[src/sv/stsd_pkg.sv]
// Shared types and constants for the sorted tuple set difference block.
package stsd_pkg;

  localparam int FIELD_W = 64;
  localparam int KIND_W  = 2;
  localparam int ARITY_W = 2;

  localparam logic [ARITY_W-1:0] ARITY_ONE   = 2'd1;
  localparam logic [ARITY_W-1:0] ARITY_RESET = 2'd2;

  typedef enum logic [KIND_W-1:0] {
    KIND_CLEAR  = 2'd0,
    KIND_APPEND = 2'd1,
    KIND_PROBE  = 2'd2
  } kind_t;

  typedef struct packed {
    logic  valid;
    kind_t op;
  } cmd_ctl_t;

endpackage

[src/sv/stsd_front.sv]
// Front end: arity register, input classification and a two-entry command queue.
module stsd_front #(
  parameter int TERM_BITS = 64
) (
  input  logic                         clk,
  input  logic                         rst,
  input  logic                         cfg_valid,
  output logic                         cfg_ready,
  input  logic [stsd_pkg::ARITY_W-1:0] cfg_data,
  output logic [stsd_pkg::ARITY_W-1:0] arity,
  input  logic                         in_valid,
  output logic                         in_ready,
  input  logic [stsd_pkg::KIND_W-1:0]  kind,
  input  logic [stsd_pkg::FIELD_W-1:0] first_value,
  input  logic [stsd_pkg::FIELD_W-1:0] second_value,
  output stsd_pkg::cmd_ctl_t           q_ctl,
  input  logic                         q_ready,
  output logic [TERM_BITS-1:0]         q_a,
  output logic [TERM_BITS-1:0]         q_b
);
  import stsd_pkg::*;

  kind_t                op_arr [2];
  logic [TERM_BITS-1:0] a_arr  [2];
  logic [TERM_BITS-1:0] b_arr  [2];
  logic                 wr_ptr;
  logic                 rd_ptr;
  logic [1:0]           fill;
  logic                 known_kind;
  logic                 push;
  logic                 pop;
  logic [TERM_BITS-1:0] in_b;

  assign cfg_ready = 1'b1;

  always_ff @(posedge clk) begin
    if (rst) begin
      arity <= ARITY_RESET;
    end else if (cfg_valid && cfg_ready) begin
      arity <= cfg_data;
    end
  end

  // Unknown kinds are taken and dropped here.
  assign known_kind = (kind == KIND_CLEAR) || (kind == KIND_APPEND) || (kind == KIND_PROBE);
  assign in_ready   = (fill != 2'd2);
  assign push       = in_valid && in_ready && known_kind;
  assign pop        = q_ctl.valid && q_ready;
  assign in_b       = ((arity == ARITY_ONE) && (kind == KIND_PROBE)) ? '0 :
                      second_value[TERM_BITS-1:0];

  always_ff @(posedge clk) begin
    if (push) begin
      op_arr[wr_ptr] <= kind_t'(kind);
      a_arr[wr_ptr]  <= first_value[TERM_BITS-1:0];
      b_arr[wr_ptr]  <= in_b;
    end
  end

  always_ff @(posedge clk) begin
    if (rst) begin
      wr_ptr <= 1'b0;
      rd_ptr <= 1'b0;
      fill   <= 2'd0;
    end else begin
      if (push) begin
        wr_ptr <= ~wr_ptr;
      end
      if (pop) begin
        rd_ptr <= ~rd_ptr;
      end
      if (push && !pop) begin
        fill <= fill + 2'd1;
      end else if (pop && !push) begin
        fill <= fill - 2'd1;
      end
    end
  end

  assign q_ctl.valid = (fill != 2'd0);
  assign q_ctl.op    = op_arr[rd_ptr];
  assign q_a         = a_arr[rd_ptr];
  assign q_b         = b_arr[rd_ptr];

endmodule

[config.mk]
export PLATFORM = sky130hd
export DESIGN_NAME = stsd_front
export DESIGN_NICKNAME = d
export VERILOG_FILES = /design/src/sv/stsd_pkg.sv /design/src/sv/stsd_front.sv
export SDC_FILE = /design/constraint.sdc
export NUM_CORES = 1
export LEC_CHECK = 0
export BUFFER_PORTS_ARGS = -buffer_cell sky130_fd_sc_hd__clkbuf_2
export CAP_MARGIN = 20
export CORE_ASPECT_RATIO = 1.2
export CORE_MARGIN = 2
export CORE_UTILIZATION = 52
export CTS_BUF_LIST = sky130_fd_sc_hd__clkbuf_8 sky130_fd_sc_hd__clkbuf_16
export DETAILED_ROUTE_END_ITERATION = 12
export PLACE_DENSITY_LB_ADDON = 0.25
export SKIP_CTS_REPAIR_TIMING = 1
export SLEW_MARGIN = 10
export SYNTH_ARGS = -nofsm -noshare
export SYNTH_HDL_FRONTEND = slang
export SYNTH_SLANG_ARGS = --single-unit
export TNS_END_PERCENT = 10
[constraint.sdc]
create_clock -name clk -period 7.8 [get_ports clk]
set_input_delay 0 -clock clk [delete_from_list [all_inputs] [get_ports clk]]
set_output_delay 0 -clock clk [all_outputs]
set_load 0.02 [all_outputs]
==> results.py, run 1 <==
metrics = {
    "run_status": {
        "outcome": "finished, final reports clean",
    },
    "sta": {
        "hold_violations": 0,
        "setup_tns_ns": 0,
        "slew_violations": 0,
        "whs_ns": 0.2175,
        "final.period_utilization": 0.3712,
        "skew_ns": 0.02178,
        "fin_crit_ns": 2.895,
        "rsz0062_at_grt": "no",
        "setup_ws_ns": 4.905,
        "max_freq_ghz": 0.3454,
        "max_slew_margin": 0.3240,
        "setup_viol": 0,
        "tightest_slew_ns": 1.014,
    },
    "yosys": {
        "synth_cell_types": 23,
        "synth_top_area_frac": 0.7641,
        "synth_seq_cells": 267,
        "synthTopCellsByArea": "edfxtp_1, mux2_2, nor2b_1, buf_6, dfxtp_1",
        "synth_fa_ha_area_frac": 0.001224,
        "synth_nets": 648,
        "synth_xor_area_frac": 0.002571,
        "muxShareOfSynthArea": 0.1453,
        "yosys_warnings": 0,
        "synth_top_cell_by_area": "edfxtp_1",
        "synth_area_per_cell_um2": 20.04,
        "synth_top_family_by_area": "multiplexers",
        "synthCells": 510,
        "synth-compound-area-share": 0.002326,
        "yosysSeqAreaShare": 0.7778,
        "syn_area_um2": 10220,
        "synth_simple_gate_area_share": 0.04873,
    },
    "run": {
        "drv_cap": 0,
    },
    "critical_path": {
        "worstReg2RegEnd": "b_arr[1][11]",
        "slowest_stage": "buf_4",
        "max_stage_delay_ns": 0.86,
        "path_cells": "buf_4, mux2_2, clkbuf_2",
        "rr_startpoint": "fill[0]",
        "reg2reg_depth": 4,
        "critPathArrivalTime_ns": 2.90,
        "worstPathRequired_ns": 7.80,
        "cp_top_family": "buffers and inverters",
        "worst-path-buf-inv": 2,
        "r2r_slack_ns": 4.97,
        "worstSetupEndpointType": "output pin",
        "path_class": "reg -> out",
        "critPathLaunchType": "flop",
        "crit_fanout": 76,
    },
    "global_route": {
        "grt_pass1_wl_mm": 28.07,
        "grt_usage": 0.1733,
        "grt_pass1_vias": 5431,
        "antenna_found_initial": 0,
        "overflow": 0,
        "grt_max_degree": 77,
    },
    "place": {
        "gp_congestion": 0.7284,
        "preCtsSetupSlack_ns": 4.984,
        "portBuffers": 270,
        "post_dp_cell_area_um2": 11730,
        "hpwl_mm": 12.54,
    },
    "clocking": {
        "numCtsBuffers": 26,
        "cts_tree": "done",
        "clk_pin_slew_ns": 0.06,
        "htreeDepth": 1,
        "ctsLongestPathBuffers": 3,
        "clock-root-buffer": "clkbuf_16",
        "cts.sinks": 267,
        "clkLatencyLatePin_ns": 0.51,
    },
    "layout": {
        "fin_nets": 1066,
        "utilization": 0.7183,
        "multi_input_area_um2": 2059,
        "layout-drive-gt1-share": 0.4725,
        "nFillCells": 1240,
        "final_common_cell": "clkbuf_2",
        "regArea_um2": 7951,
        "area_growth_pct": 36.43,
        "layout_common_cells": "clkbuf_2, edfxtp_1, dlygate4sd3_1, mux2_2, nor2b_1",
        "postLayoutCellArea_um2": 13940,
        "n_antenna_cell": 0,
    },
    "detailed_routing": {
        "num_vias": 5981,
        "post_drt_wl_per_cell_um": 17.79,
        "drtAntennaViolNets": 0,
        "drc": 0,
        "via_per_inst": 4.955,
        "drt_pre_antenna_iters": 4,
        "drt_iter0_drc": 316,
        "finalWirelength_mm": 21.47,
    },
    "pwr": {
        "powerDensity_nw_per_um2": 300.0,
        "ir_drop_mv": 0.2440,
        "p_leak_nw": 5.358,
    },
    "floorplan": {
        "die_h_um": 157.6,
        "die_area_um2": 20790,
        "initial_core_util": 0.5265,
        "die_x_um": 132.0,
        "ios": 272,
        "rows": 56,
        "core_area_um2": 19410,
    },
    "worst_hold_path": {
        "hold_depth": 2,
        "hold_class": "in -> reg",
        "hold_end": "a_arr[0][59]",
        "hp-start": "first_value[59]",
    },
}
worst max path at each step:
stage | start | end | slack (ns) | cells after the start
2_1_floorplan | fill[0] | a_arr[0][0] | 0.65 | 3
3_3_place_gp | fill[0] | b_arr[1][19] | 5.08 | 4
3_5_place_dp | fill[0] | b_arr[1][21] | 4.98 | 4
4_1_cts | flop | q_a[19] | 4.86 | 3
5_1_grt | flop | q_a[10] | 4.75 | 3
6_report | flop | q_a[10] | 4.90 | 3
synthesized netlist by cell type:
| cell | count |
|---|---|
| edfxtp_1 | 260 |
| mux2_2 | 131 |
| nor2b_1 | 67 |
| buf_6 | 16 |
| dfxtp_1 | 7 |
| nor2_1 | 5 |
| buf_2 | 3 |
| buf_4 | 3 |
| xor2_1 | 3 |
| o21ai_0 | 2 |
| a211o_1 | 1 |
| a21oi_1 | 1 |
| and2_1 | 1 |
| and3_4 | 1 |
| and4bb_2 | 1 |
| clkbuf_1 | 1 |
| conb_1 | 1 |
| ha_1 | 1 |
| mux2i_1 | 1 |
| nand2_1 | 1 |
| nand2b_4 | 1 |
| or2_2 | 1 |
| or3_1 | 1 |
worst reg2reg max path, delay by kind of cell, from the launching register on:
family	cells	cell delay, ns
buffers and inverters	1	0.88
DFF	1	0.42
and+or+nand+nor	3	1.05
sequential cells by signal, summed over array words and instances (netlist names), named ones only:
signal,flops
fill,2
arity,2
wr_ptr,1
b_arr,128
a_arr,128
op_arr,4
rd_ptr,1
cells by family (layout without fill, tap and decap cells):
logic type                 after synthesis  count (layout)
adders and majority gates                1               1
other                                    1               1
DFF                                    267             267
and+or+nand+nor                         79              79
muxes                                  132             132
AOI/OAI and AO/OA                        4               4
buffers and inverters                   23             459
xor gates and xnor gates                 3               3
metal layers:
metal / global-route usage / vias up / share of wire
li1: - / 2775 / -
met4: 0.04607 / 0 / 0.016
met2: 0.3003 / 208 / 0.54
met1: 0.2184 / 2969 / 0.38
met3: 0.04509 / 29 / 0.062
met5: 0 / - / 0
power breakdown:
part	switching, mW	internal [mW]
Combinational	0.653	0.470
Clock	0.483	0.720
Sequential	0.0822	1.77
Total	1.22	2.96
metrics by stage:
stage,power (mW),std cells
after floorplan,2.657,510
after global placement,2.922,1023
after detailed placement,2.949,1023
after CTS,4.155,1069
after global routing,4.343,1207
final,4.182,1207
final cells by class:
| cell class | count | area share |
|---|---|---|
| well taps | 261 | 0.02342 |
| clock inverters | 19 | 0.01131 |
| flip-flops and latches | 267 | 0.5704 |
| repair buffers | 413 | 0.1987 |
| clock buffers | 27 | 0.04847 |
| multi-input cells | 220 | 0.1477 |
(Power assumes the default switching activity.)
==> inputs of run 2 (changes only) <==
--- a/config.mk
+++ b/config.mk
@@ -9,7 +9,7 @@
 export CAP_MARGIN = 20
 export CORE_ASPECT_RATIO = 1.2
 export CORE_MARGIN = 2
-export CORE_UTILIZATION = 52
+export CORE_UTILIZATION = 47
 export CTS_BUF_LIST = sky130_fd_sc_hd__clkbuf_8 sky130_fd_sc_hd__clkbuf_16
 export DETAILED_ROUTE_END_ITERATION = 12
 export PLACE_DENSITY_LB_ADDON = 0.25
==> constraint.sdc (replaced) <==
create_clock -name clk -period 2.65 [get_ports clk]
set_input_delay 0 -clock clk [delete_from_list [all_inputs] [get_ports clk]]
set_output_delay 0 -clock clk [all_outputs]
set_load 0.02 [all_outputs]
==> run 2 against run 1 <==
Core utilization is 6.8 points lower. Final cell count is 1.3% higher. Global-route usage is 1.2 points lower. Setup slack worse by 4.4 ns. Clock skew is 0.014 ns lower. Sequential power grew to 2.9 times the previous value.
==> results.py, run 2 (synthesis results as in run 1) <==
metrics = {
    "run_status": {
        "outcome": "finished, final reports clean",
    },
    "detailed_routing": {
        "finalWirelength_mm": 21.49,
        "via_per_inst": 4.888,
        "drt_iter0_drc": 233,
        "drt_pre_antenna_iters": 5,
        "post_drt_wl_per_cell_um": 17.57,
        "drtAntennaViolNets": 0,
        "num_vias": 5978,
        "drc": 0,
    },
    "floorplan": {
        "ios": 272,
        "die_h_um": 165.5,
        "die_x_um": 138.6,
        "die_area_um2": 22940,
        "core_area_um2": 21480,
        "rows": 59,
        "initial_core_util": 0.4757,
    },
    "sta": {
        "rsz0062_at_grt": "no",
        "max_freq_ghz": 0.4566,
        "whs_ns": 0.2147,
        "fin_crit_ns": 2.190,
        "max_slew_margin": 0.5065,
        "slew_violations": 0,
        "setup_viol": 0,
        "final.period_utilization": 0.8265,
        "skew_ns": 0.008035,
        "tightest_slew_ns": 0.7403,
        "hold_violations": 0,
    },
    "clocking": {
        "clkLatencyLatePin_ns": 0.52,
        "htreeDepth": 1,
        "cts_tree": "done",
        "ctsLongestPathBuffers": 3,
        "clk_pin_slew_ns": 0.06,
        "clock-root-buffer": "clkbuf_16",
        "numCtsBuffers": 26,
        "cts.sinks": 267,
    },
    "global_route": {
        "grt_usage": 0.1614,
        "antenna_found_initial": 0,
        "grt_pass1_wl_mm": 29.11,
        "overflow": 0,
        "grt_max_degree": 85,
        "grt_pass1_vias": 5703,
    },
    "layout": {
        "n_antenna_cell": 0,
        "reg_top3": "a_arr: 128 flops, b_arr: 128 flops, op_arr: 4 flops",
        "layout_common_cells": "clkbuf_2, edfxtp_1, dlygate4sd3_1, mux2_2, nor2b_1",
        "postLayoutCellArea_um2": 13980,
        "fin_nets": 1067,
        "area_growth_pct": 36.77,
        "final_common_cell": "clkbuf_2",
        "layout-drive-gt1-share": 0.4700,
    },
    "pwr": {
        "combPwrFrac": 0.278,
        "powerDensity_nw_per_um2": 871.8,
        "ir_drop_mv": 0.7609,
        "p_total_mw": 12.18,
        "seq_power_share": 0.446,
        "p_leak_nw": 5.375,
        "sw_frac_of_total": 0.2967,
        "intPower_mw": 8.569,
        "p_sw_mw": 3.615,
        "clkPwrFrac": 0.276,
    },
    "critical_path": {
        "critPathCapture": "q_a[23]",
        "path_class": "reg -> out",
        "rr_startpoint": "fill[0]",
        "worstPathRequired_ns": 2.65,
        "critPathArrivalTime_ns": 2.19,
        "crit_fanout": 55,
        "worstReg2RegEnd": "a_arr[0][1]",
        "critPathLaunchType": "flop",
        "r2r_slack_ns": 0.83,
        "reg2reg_depth": 4,
        "worstSetupEndpointType": "output pin",
    },
    "place": {
        "portBuffers": 270,
        "hpwl_mm": 12.85,
        "post_dp_cell_area_um2": 11820,
        "gp_congestion": 0.7494,
    },
    "worst_hold_path": {
        "hold_class": "in -> reg",
    },
    "run": {
        "drv_cap": 0,
    },
}
run 2: changes by cell type in the layout (fill, tap and decap cells not counted), sizes merged:
| cell | delta |
|---|---|
| bufinv | -2 |
| clkinvlp | -1 |
| inv | +5 |
| buf | +2 |
| dlygate4sd3 | -1 |
run 2: worst max-delay path: stages (launching register included):
cell,delay [ns]
dfxtp_4,0.72
buf_12,0.36
mux2_2,0.41
clkbuf_2,0.16
run 2: cell type report:
class,instances,area [µm²]
flip-flops and latches,267,7953
repair buffers,414,2838
well taps,274,342.8
clock buffers,27,675.6
multi-input cells,220,2059
fillers,1533,7506
clock inverters,21,107.6
run 2: how the worst min path moves through the flow:
stage | startpoint | end | cells after the start
CTS | first_value[41] | a_arr[0][41] | 1
detailed placement | first_value[14] | a_arr[0][14] | 1
global placement | first_value[58] | a_arr[0][58] | 1
global route | first_value[21] | a_arr[1][21] | 2
finish | first_value[21] | a_arr[1][21] | 2
floorplan | first_value[0] | a_arr[0][0] | 0
run 2: metrics by stage:
stage / worst slack [ns] / setup TNS (ns) / instances / util
after CTS: 0.3845 / 0 / 1086 / 0.5868
after global routing: 0.3196 / 0 / 1223 / 0.6506
after detailed placement: 0.8419 / 0 / 1038 / 0.5503
after floorplan: -0.4473 / -72.76 / 510 / -
final: 0.4598 / 0 / 1223 / 0.6506
after global placement: 0.8792 / 0 / 1038 / 0.5503
run 2: metal layers:
| layer | part of all wire | wire, µm | global-route usage |
|---|---|---|---|
| met5 | 0 | 0 | 0 |
| met3 | 0.081 | 1747 | 0.06113 |
| met4 | 0.013 | 272 | 0.03664 |
| met1 | 0.38 | 8238 | 0.1897 |
| met2 | 0.52 | 11230 | 0.2842 |
run 2: power groups by stage:
stage          logic, mW  registers, mW  clock network, mW
3_3_place_gp        3.20           5.49                  0
2_1_floorplan       2.34           5.41                  0
4_1_cts             3.25           5.44               3.46
5_1_grt             3.61           5.48               3.65
6_report            3.39           5.43               3.36
3_5_place_dp        3.24           5.53                  0
